[src/sv/itda_pkg.sv]
// ============================================================================
// itda_pkg - shared constants for the decimal ASCII converter
// Character codes and sequencer state codes.
// ============================================================================
package itda_pkg;

    typedef logic [6:0] t_char;
    typedef logic [3:0] t_digit;
    typedef logic [1:0] t_state;

    localparam t_char CH_ZERO  = 7'd48;
    localparam t_char CH_MINUS = 7'd45;

    localparam t_digit DIGIT_NINE = 4'd9;
    localparam t_digit DIGIT_FIVE = 4'd5;
    localparam t_digit DIGIT_ADJ  = 4'd3;

    localparam t_state ST_IDLE = 2'd0;
    localparam t_state ST_CONV = 2'd1;
    localparam t_state ST_SIGN = 2'd2;
    localparam t_state ST_EMIT = 2'd3;

endpackage

[src/sv/itda_dabble.sv]
// ============================================================================
// itda_dabble - one shift-and-add-3 step
// Adjusts every BCD digit of five or more by three, then shifts the whole
// BCD word left by one, taking in the next magnitude bit.
// ============================================================================
module itda_dabble
    import itda_pkg::*;
#(
    parameter int NUM_DIGITS = 10
) (
    input  logic [NUM_DIGITS*4-1:0] i_bcd,
    input  logic                    i_bit,
    output logic [NUM_DIGITS*4-1:0] o_bcd
);

    logic [NUM_DIGITS*4-1:0] adj;

    always_comb begin
        for (int k = 0; k < NUM_DIGITS; k++) begin
            if (i_bcd[k*4 +: 4] >= DIGIT_FIVE) begin
                adj[k*4 +: 4] = i_bcd[k*4 +: 4] + DIGIT_ADJ;
            end else begin
                adj[k*4 +: 4] = i_bcd[k*4 +: 4];
            end
        end
    end

    // drop the top bit: a digit below eight never carries out
    assign o_bcd = {adj[NUM_DIGITS*4-2:0], i_bit};

endmodule

[src/sv/int_to_decimal_ascii.sv]
// ============================================================================
// int_to_decimal_ascii - signed binary to decimal ASCII text
// Sequence: after the transfer the value passes through the shift-add-3
//   conversion of every magnitude bit, then a sign state for a negative value,
//   then a walk of the BCD digits from the top; each character leaves through
//   the output register.
// The block takes no new value until the last digit of the previous one has
//   been walked; the single shared shift-add-3 step serves every magnitude bit.
// Reset: synchronous, active low; returns to idle and drops the strobe.
// Results are strobed for one cycle each; the receiver cannot stall them.
// ============================================================================
module int_to_decimal_ascii
    import itda_pkg::*;
#(
    parameter int VALUE_WIDTH = 32
) (
    input  logic                   i_clk,
    input  logic                   i_rst_n,
    input  logic                   start,
    output logic                   busy,
    input  logic [VALUE_WIDTH-1:0] i_value,
    output logic                   o_strobe,
    output logic [6:0]             o_ascii_char,
    output logic                   o_last
);

    // Digits needed for 2^(VALUE_WIDTH-1); 0.3*W + 1 covers every width
    // in range.
    localparam int NUM_DIGITS = (VALUE_WIDTH * 3) / 10 + 1;
    localparam int BCD_W      = NUM_DIGITS * 4;
    // Counter holds the larger of the two loop lengths; the width is
    // always larger than the digit count.
    localparam int CNT_W      = $clog2(VALUE_WIDTH + 1);

    t_state                  r_state,  n_state;
    logic [VALUE_WIDTH-1:0]  r_mag,    n_mag;
    logic [BCD_W-1:0]        r_bcd,    n_bcd;
    logic [CNT_W-1:0]        r_cnt,    n_cnt;
    logic                    r_neg,    n_neg;
    logic                    r_started, n_started;
    logic                    r_strobe, n_strobe;
    t_char                   r_char,   n_char;
    logic                    r_last,   n_last;

    logic [BCD_W-1:0]        step_bcd;
    t_digit                  top_digit;
    logic                    cnt_one;

    // Shared conversion step: one magnitude bit per cycle.
    itda_dabble #(
        .NUM_DIGITS (NUM_DIGITS)
    ) u_dabble (
        .i_bcd (r_bcd),
        .i_bit (r_mag[VALUE_WIDTH-1]),
        .o_bcd (step_bcd)
    );

    assign top_digit = r_bcd[BCD_W-1 -: 4];
    assign cnt_one   = (r_cnt == CNT_W'(1));

    always_comb begin
        n_state   = r_state;
        n_mag     = r_mag;
        n_bcd     = r_bcd;
        n_cnt     = r_cnt;
        n_neg     = r_neg;
        n_started = r_started;
        n_strobe  = 1'b0;
        n_char    = r_char;
        n_last    = r_last;

        case (r_state)
            ST_IDLE: begin
                // Capture the value and take its unsigned magnitude; the
                // most negative value negates onto itself, which is right.
                if (start) begin
                    n_neg     = i_value[VALUE_WIDTH-1];
                    n_mag     = i_value[VALUE_WIDTH-1] ? (~i_value + 1'b1) : i_value;
                    n_bcd     = '0;
                    n_cnt     = CNT_W'(VALUE_WIDTH);
                    n_started = 1'b0;
                    n_state   = ST_CONV;
                end
            end
            ST_CONV: begin
                // Advance the shift-add-3 conversion by one bit.
                n_bcd = step_bcd;
                n_mag = {r_mag[VALUE_WIDTH-2:0], 1'b0};
                n_cnt = r_cnt - 1'b1;
                if (cnt_one) begin
                    n_cnt   = CNT_W'(NUM_DIGITS);
                    n_state = r_neg ? ST_SIGN : ST_EMIT;
                end
            end
            ST_SIGN: begin
                n_strobe = 1'b1;
                n_char   = CH_MINUS;
                n_last   = 1'b0;
                n_state  = ST_EMIT;
            end
            ST_EMIT: begin
                // Walk digits from the top; drop leading zeros but always
                // send the units digit, so zero gives a single '0'.
                if (top_digit != 4'd0 || r_started || cnt_one) begin
                    n_strobe  = 1'b1;
                    n_char    = CH_ZERO + {3'b000, top_digit};
                    n_last    = cnt_one;
                    n_started = 1'b1;
                end
                n_bcd = {r_bcd[BCD_W-5:0], 4'd0};
                n_cnt = r_cnt - 1'b1;
                if (cnt_one) begin
                    n_state = ST_IDLE;
                end
            end
            default: begin
                n_state = ST_IDLE;
            end
        endcase
    end

    always_ff @(posedge i_clk) begin
        if (!i_rst_n) begin
            r_state  <= ST_IDLE;
            r_strobe <= 1'b0;
        end else begin
            r_state  <= n_state;
            r_strobe <= n_strobe;
        end
    end

    // Payload: no reset needed.
    always_ff @(posedge i_clk) begin
        r_mag     <= n_mag;
        r_bcd     <= n_bcd;
        r_cnt     <= n_cnt;
        r_neg     <= n_neg;
        r_started <= n_started;
        r_char    <= n_char;
        r_last    <= n_last;
    end

    assign busy         = (r_state != ST_IDLE);
    assign o_strobe     = r_strobe;
    assign o_ascii_char = r_char;
    assign o_last       = r_last;

    // An accepted transfer always leaves the block busy.
    a_accept_busy: assert property (@(posedge i_clk) disable iff (!i_rst_n)
        (start && !busy) |=> busy)
        else $error("accept did not start conversion");

    // No character leaves while the shift-add-3 loop is still running.
    a_conv_quiet: assert property (@(posedge i_clk) disable iff (!i_rst_n)
        (r_state == ST_CONV) |-> !o_strobe)
        else $error("strobe during conversion");

    // The final character ends the run: nothing follows it directly.
    a_last_ends: assert property (@(posedge i_clk) disable iff (!i_rst_n)
        (o_strobe && o_last) |=> !o_strobe)
        else $error("character after last");

    // Only a minus sign or a decimal digit is ever sent.
    a_char_legal: assert property (@(posedge i_clk) disable iff (!i_rst_n)
        o_strobe |-> (o_ascii_char == CH_MINUS ||
                      (o_ascii_char >= CH_ZERO &&
                       o_ascii_char <= CH_ZERO + {3'b000, DIGIT_NINE})))
        else $error("illegal character code");

    // The sign is never the final character.
    a_sign_not_last: assert property (@(posedge i_clk) disable iff (!i_rst_n)
        (o_strobe && o_ascii_char == CH_MINUS) |-> !o_last)
        else $error("minus flagged as last");

endmodule

[config.mk]
export PLATFORM = sky130hd
export DESIGN_NAME = int_to_decimal_ascii
export DESIGN_NICKNAME = d
export VERILOG_FILES = /design/src/sv/itda_pkg.sv /design/src/sv/itda_dabble.sv /design/src/sv/int_to_decimal_ascii.sv
export SDC_FILE = /design/constraint.sdc
export NUM_CORES = 1
export LEC_CHECK = 0
export ABC_AREA = 1
export BUFFER_PORTS_ARGS = -buffer_cell sky130_fd_sc_hd__buf_4
export CAP_MARGIN = 5
export CORE_MARGIN = 8
export CORE_UTILIZATION = 55
export DETAILED_ROUTE_END_ITERATION = 10
export PLACE_DENSITY = 0.77
export SYNTH_ARGS = -nofsm -noshare
export SYNTH_HDL_FRONTEND = slang
export SYNTH_SLANG_ARGS = --single-unit
[constraint.sdc]
create_clock -name i_clk -period 3.55 [get_ports i_clk]
set_input_delay 0.355 -clock i_clk [delete_from_list [all_inputs] [get_ports i_clk]]
set_output_delay 0.355 -clock i_clk [all_outputs]
set_load 0.03 [all_outputs]
==> qor.yml, run 1 <==
global_route:
  globalRoute.totalOverflow: 0
  number_of_global_route_vias_before_repair: 4665
  wire_length_of_the_first_global_routing_pass_um: 21200
  grt_util_all_layers_pct: 18.3
  grt_antenna_before_repair: 0
  grt_start_max_net_pins: 47
drt:
  wl_um: 12600
  drt_drc_violations_left: 0
  ant_nets: 0
  routedWlPerCell_um: 14.6
  drt_pre_antenna_iters: 5
  drt_iter0_drc: 463
  vias_per_cell: 5.47
  dr_total_vias: 4743
cts:
  clkSlewWorstSetupHoldPaths_ns: 0.09
  ctsLongestPathBuffers: 2
  cts_setup_buffers: 0
  holdBufCountCts: 0
  cts_inserted_buffers: 9
  clock_tree_from_tritoncts: "built"
  clock_sink_count: 89
  clk_latency_ns: 0.37
  cts.root.buffer_cell: "sky130_fd_sc_hd__clkbuf_8"
  ctsHtreeMaxLevel: 3
  number_of_gates_resized_after_cts: 0
timing:
  timing_worst_slew_pin_value_ns: 1.05
  max_transition_margin_pct: 30.1
  period_minus_slack_ns: 2.25
  timing.clock.skew_ns: 0.0115
  hold_viol_final: 0
  rsz0062_at_grt: "no"
  final.setup.worst_slack_ns: 1.30
  finalSetupTns_ns: 0
  number_of_pins_with_negative_max_slew_slack_in_the_final_report: 0
  min_period_over_period_pct: 63.4
  hold_slack_ns: 0.177
  setup_viol: 0
  peak_freq_ghz: 0.444
floorplan:
  fp.dieW_um: 118
  core_area_um2: 10200
  number_of_placement_rows: 37
  io_pins: 45
  die_area_um2: 13900
  initial_core_util_pct: 55.9
  die_h_um: 118
logic_synthesis:
  synth_adder_area_share_pct: 6.59
  main_combinational_cell_family_by_area_after_synthesis: "simple AND/OR/NAND/NOR gates"
  syn_nets: 757
  synth_xor_area_share_pct: 1.38
  synth_ff_type: "sky130_fd_sc_hd__edfxtp_1"
  synth.area.mux_share_pct: 0
  post_synth.cell_area_avg_um2: 8.23
  synth_seq_area_share_pct: 46.4
  number_of_standard_cells_after_synthesis: 692
  synthDistinctLibCells: 38
  synth_warn: 0
  post_synth_and_or_nand_nor_area_fraction_pct: 21.6
  synthArstFlopShare_pct: 0
  synth_edf_count: 86
  syn-cell-area_um2: 5690
  ys_ff_latch: 89
  synth-compound-area-share_pct: 15.2
cells_and_area:
  layout-area-overhead-vs-synth_pct: 10.1
  nNetsFinal: 791
  mostFrequentLayoutCell: "sky130_fd_sc_hd__nand2_1"
  finalNonFillerCells: 867
  final.fill_count: 876
  layout_common_cells: "sky130_fd_sc_hd__nand2_1, sky130_fd_sc_hd__inv_1, sky130_fd_sc_hd__edfxtp_1"
  area.sequential_um2: 2640
  post_route_cells_drive_above_1_share_pct: 12.3
  combined_area_of_the_multi_input_logic_cells_um2: 2560
  num_antenna_cells: 0
placed_design:
  dpl.cell_count: 851
  post-dp-hpwl_um: 9090
  dp_slack_ns: 1.33
  numPortBuffers: 42
  place.gp.congestion: 0.920
worst_setup_path:
  worst_ep_required_time_ns: 3.69
  critical_path_capture_point_type: "flip-flop"
  worst-endpoint-arrival_ns: 2.39
  worstSetupStartpointType: "flip-flop"
  setup.worst_path.class: "flip-flop to flip-flop"
  crit_path_max_fanout: 36
power_and_ir_drop:
  worst_ir_drop_vdd_v: 0.000351
  power_per_cell_area_nw_per_um2: 767
  final_power_w: 0.00481
  static_leakage_nw: 2.71
min_path:
  holdCritPathClass: "primary input to flip-flop"
outcome:
  status: "complete, no violations"
run:
  drv_cap: 0
sequential cells by signal, indices dropped and copies added (netlist names):
register and cells:
o_last 1, r_bcd 40, r_started 1, o_ascii_char 5, r_mag 32, o_strobe 1
r_state 2, r_neg 1, r_cnt 6
synthesized netlist by cell type (5+ instances only):
| master | n | area (um2) |
|---|---|---|
| sky130_fd_sc_hd__o21ai_1 | 5 | 25.0 |
| sky130_fd_sc_hd__nand4_1 | 6 | 37.5 |
| sky130_fd_sc_hd__buf_2 | 11 | 55.1 |
| sky130_fd_sc_hd__o21ai_0 | 80 | 400 |
| sky130_fd_sc_hd__edfxtp_1 | 86 | 2580 |
| sky130_fd_sc_hd__a21oi_1 | 45 | 225 |
| sky130_fd_sc_hd__xor2_1 | 8 | 70.1 |
| sky130_fd_sc_hd__nor2_2 | 5 | 31.3 |
| sky130_fd_sc_hd__nand3_1 | 45 | 225 |
| sky130_fd_sc_hd__nand2_2 | 5 | 31.3 |
| sky130_fd_sc_hd__o32ai_1 | 10 | 87.6 |
| sky130_fd_sc_hd__ha_1 | 30 | 375 |
| sky130_fd_sc_hd__nor2_1 | 82 | 308 |
| sky130_fd_sc_hd__inv_1 | 94 | 353 |
| sky130_fd_sc_hd__clkbuf_1 | 6 | 22.5 |
| sky130_fd_sc_hd__nand2_1 | 129 | 484 |
per-layer routing:
layer / global-route usage, % / vias up / wire length, um
met5: 0 / - / 0
met2: 31.2 / 128 / 6070
li1: - / 2390 / -
met1: 21.7 / 2205 / 5690
met3: 5.04 / 20 / 639
met4: 6.57 / 0 / 226
critical path, cell delays in order, from the launching register on:
cell                      delay, ns
sky130_fd_sc_hd__dfxtp_1       0.39
sky130_fd_sc_hd__inv_1         0.12
sky130_fd_sc_hd__ha_1          0.22
sky130_fd_sc_hd__inv_2         0.44
sky130_fd_sc_hd__buf_4         0.47
sky130_fd_sc_hd__o21ai_0       0.16
sky130_fd_sc_hd__a21oi_1       0.16
sky130_fd_sc_hd__nor2_1        0.05
kinds of logic (layout without fill, tap and decap cells):
family                     Yosys count  count (layout)
adders and majority gates           30              30
xor gates and xnor gates             9               9
DFF                                 89              89
AOI/OAI and AO/OA                  157             157
other                                2               2
buffers and inverters              121             160
and+or+nand+nor                    284             284
through the flow:
step                cell area [um2]  utilization [%]
finish                         6270             61.6
global route                   6270             61.6
floorplan                      5690                -
CTS                            6270             61.6
detailed placement             6090             59.8
global placement               6090             59.8
report_power, final:
group	switching (W)	internal, W
registers	0.000275	0.00184
logic	0.00141	0.000636
clock network	0.000375	0.000274
layout make-up:
cell class	count	share of cell area, %
repair buffers	46	5.51
clock inverters	6	0.678
multi-input cells	482	40.9
inverters	98	5.87
clock buffers	10	2.19
well taps	136	2.71
flip-flops and latches	89	42.1
final timing paths:
path | from | slack, ns | cells after the start | to
max | r_state[1]$_SDFFE_PN0P_ | 1.30 | 7 | r_mag[10]$_DFFE_PP_
min | i_rst_n | 0.18 | 3 | o_strobe$_SDFF_PN0_
max reg2reg | r_state[1]$_SDFFE_PN0P_ | 1.30 | 7 | r_mag[10]$_DFFE_PP_
min reg2reg | r_mag[31]$_DFFE_PP_ | 0.52 | 2 | r_bcd[0]$_DFFE_PP_
Note: power is estimated with default switching activity, not from simulation.
==> run 2, diff against run 1 <==
ABC_AREA = 0   (was 1)
clock period = 1.9 ns   (was 3.55 ns; I/O delays follow)
==> qor.yml, run 2 <==
drt:
  m1WireLength_um: 5550
  highest_layer_used_for_signal_routing: "met4"
  drt_iter0_drc: 434
  wl_met3_um: 676
  wl_um: 12800
  wl_met2_um: 6400
  drt_pre_antenna_iters: 5
  routedWlPerCell_um: 16.3
  drt_drc_violations_left: 0
  vias_per_cell: 6.06
  dr_total_vias: 4766
  ant_nets: 0
timing:
  timing.clock.skew_ns: 0.0125
  min_period_over_period_pct: 99.3
  peak_freq_ghz: 0.530
  hold_viol_final: 0
  period_minus_slack_ns: 1.89
  final.setup.worst_slack_ns: 0.0130
  setup_viol: 0
  rsz0062_at_grt: "no"
  number_of_pins_with_negative_max_slew_slack_in_the_final_report: 0
placed_design:
  place.gp.congestion: 0.868
  post-dp-hpwl_um: 9220
  dp_slack_ns: -0.386
  numPortBuffers: 42
  post_detailed_placement_cell_area_um2: 6580
cells_and_area:
  num_antenna_cells: 0
  largest_reg_flops: 40
  largestRegisters: "r_bcd: 40 flops, r_mag: 32 flops, r_cnt: 6 flops"
  layout_common_cells: "sky130_fd_sc_hd__buf_4, sky130_fd_sc_hd__edfxtp_1, sky130_fd_sc_hd__a21oi_1"
  largest_register: "r_bcd"
  finalInstanceArea_um2: 6800
  layout-area-overhead-vs-synth_pct: 19.8
  nNetsFinal: 710
  mostFrequentLayoutCell: "sky130_fd_sc_hd__buf_4"
  post_route_cells_drive_above_1_share_pct: 22.3
logic_synthesis:
  synthMostInstantiatedCell: "sky130_fd_sc_hd__edfxtp_1"
  post-synth-top-area-fraction_pct: 45.5
  synthDistinctLibCells: 57
  synth_top_cells_by_area: "sky130_fd_sc_hd__edfxtp_1, sky130_fd_sc_hd__ha_1, sky130_fd_sc_hd__a21oi_1"
  yosysTopAreaCell: "sky130_fd_sc_hd__edfxtp_1"
  number_of_standard_cells_after_synthesis: 566
  post_synth.cell_area_avg_um2: 10.0
  syn-cell-area_um2: 5680
  synth_warn: 0
  synthArstFlopShare_pct: 0
  synth_seq_area_share_pct: 46.5
  synth_edf_count: 86
  ys_ff_latch: 89
  synth_ff_type: "sky130_fd_sc_hd__edfxtp_1"
  synth_common_cells: "sky130_fd_sc_hd__edfxtp_1, sky130_fd_sc_hd__inv_1, sky130_fd_sc_hd__a21oi_1, sky130_fd_sc_hd__nor2_1"
  syn_nets: 631
worst_setup_path:
  worst_ep_required_time_ns: 2.14
  worst-endpoint-arrival_ns: 2.13
  worstSetupStartpointType: "primary input"
  setup.worst_path.class: "primary input to flip-flop"
  r2r_slack_ns: 0.12
  critical_path_capture_point_type: "flip-flop"
  crit_path_max_fanout: 13
floorplan:
  number_of_placement_rows: 37
  initial_core_util_pct: 55.8
  core_area_um2: 10200
  fp.dieW_um: 118
  die_area_um2: 13800
  io_pins: 45
  die_h_um: 118
run:
  drv_cap: 0
global_route:
  grt_antenna_before_repair: 0
  grt_util_all_layers_pct: 18.3
  globalRoute.totalOverflow: 0
  number_of_global_route_vias_before_repair: 4572
  wire_length_of_the_first_global_routing_pass_um: 21300
  grt_start_max_net_pins: 47
cts:
  cts_setup_buffers: 0
  holdBufCountCts: 0
  clock_sink_count: 89
  number_of_gates_resized_after_cts: 0
  cts_inserted_buffers: 9
  clock_tree_from_tritoncts: "built"
  ctsLongestPathBuffers: 2
  clk_latency_ns: 0.37
  clkSlewWorstSetupHoldPaths_ns: 0.10
  cts.root.buffer_cell: "sky130_fd_sc_hd__clkbuf_8"
  ctsHtreeMaxLevel: 3
outcome:
  status: "complete, no violations"
power_and_ir_drop:
  static_leakage_nw: 2.61
  worst_ir_drop_vdd_v: 0.000719
  power_per_cell_area_nw_per_um2: 1490
min_path:
  holdCritPathClass: "primary input to flip-flop"
==> run 2: cell types whose count changed in the layout (fill, tap and decap cells not counted), sizes merged, moves of 10 or more <==
cell	previous run	this run
buf	46	100
inv	99	44
mux2i	0	10
nand2	135	22
nand2b	0	21
nand3	47	23
nor2	90	39
nor3	0	17
o21ai	87	30
o22ai	3	16
or4	0	20
xnor2	1	16
==> run 2: per-layer routing <==
layer,GRT usage [%],vias to the layer above
met2,32.1,185
met4,5.60,0
li1,-,2291
met3,4.41,23
met1,21.7,2267
met5,0,-
==> run 2: cell families after synthesis <==
| group | after synthesis | share of synthesized area [%] |
|---|---|---|
| AND/OR/NAND/NOR | 180 | 17.4 |
| AO/OA/AOI/OAI | 154 | 17.9 |
| flip-flops | 89 | 46.5 |
| buffers and inverters | 74 | 5.33 |
| adder cells (fa/ha/maj) | 30 | 6.61 |
| XOR/XNOR | 25 | 3.86 |
| multiplexers | 12 | 2.16 |
| other | 2 | 0.132 |
==> run 2: path summary, 6_finish.rpt <==
check	start	endpoint	cells past startpoint
hold reg to reg	r_mag[6]$_DFFE_PP_	r_mag[7]$_DFFE_PP_	2
setup / recovery	i_value[14]	r_mag[27]$_DFFE_PP_	5
hold / removal	i_rst_n	o_strobe$_SDFF_PN0_	2
setup reg to reg	r_bcd[17]$_DFFE_PP_	r_bcd[17]$_DFFE_PP_	6
==> run 2: cell type report <==
type | count | area [um2]
Clock buffer | 10 | 128
Inverter | 42 | 183
Fill cell | 796 | 3380
Multi-Input combinational cell | 403 | 2820
Timing Repair Buffer | 100 | 788
Tap cell | 136 | 170
Clock inverter | 6 | 73.8
Sequential cell | 89 | 2640
==> run 2: stage by stage <==
stage	hold WS (ns)	total power, W	std cells	utilization [%]	TNS (ns)
global placement	0.405	0.00847	770	64.6	-4.39
global route	0.0128	0.0109	786	66.8	0
CTS	0.0162	0.0101	786	66.6	0
finish	0.0285	0.0101	786	66.8	0
detailed placement	0.412	0.00877	770	64.6	-4.96
floorplan	0.289	0.00734	566	-	-1.89
==> run 2: power by group <==
part	switching [W]	total, W	internal, W
combinational	0.00274	0.00470	0.00196
clock	0.000705	0.00133	0.000625
sequential	0.000595	0.00411	0.00352
total	0.00404	0.0101	0.00610
==> run 2: critical path, stage by stage <==
cell	delay, ns
sky130_fd_sc_hd__buf_4	0.11
sky130_fd_sc_hd__or4_4	0.57
sky130_fd_sc_hd__or4_4	0.62
sky130_fd_sc_hd__or4_1	0.53
sky130_fd_sc_hd__nand3_1	0.09
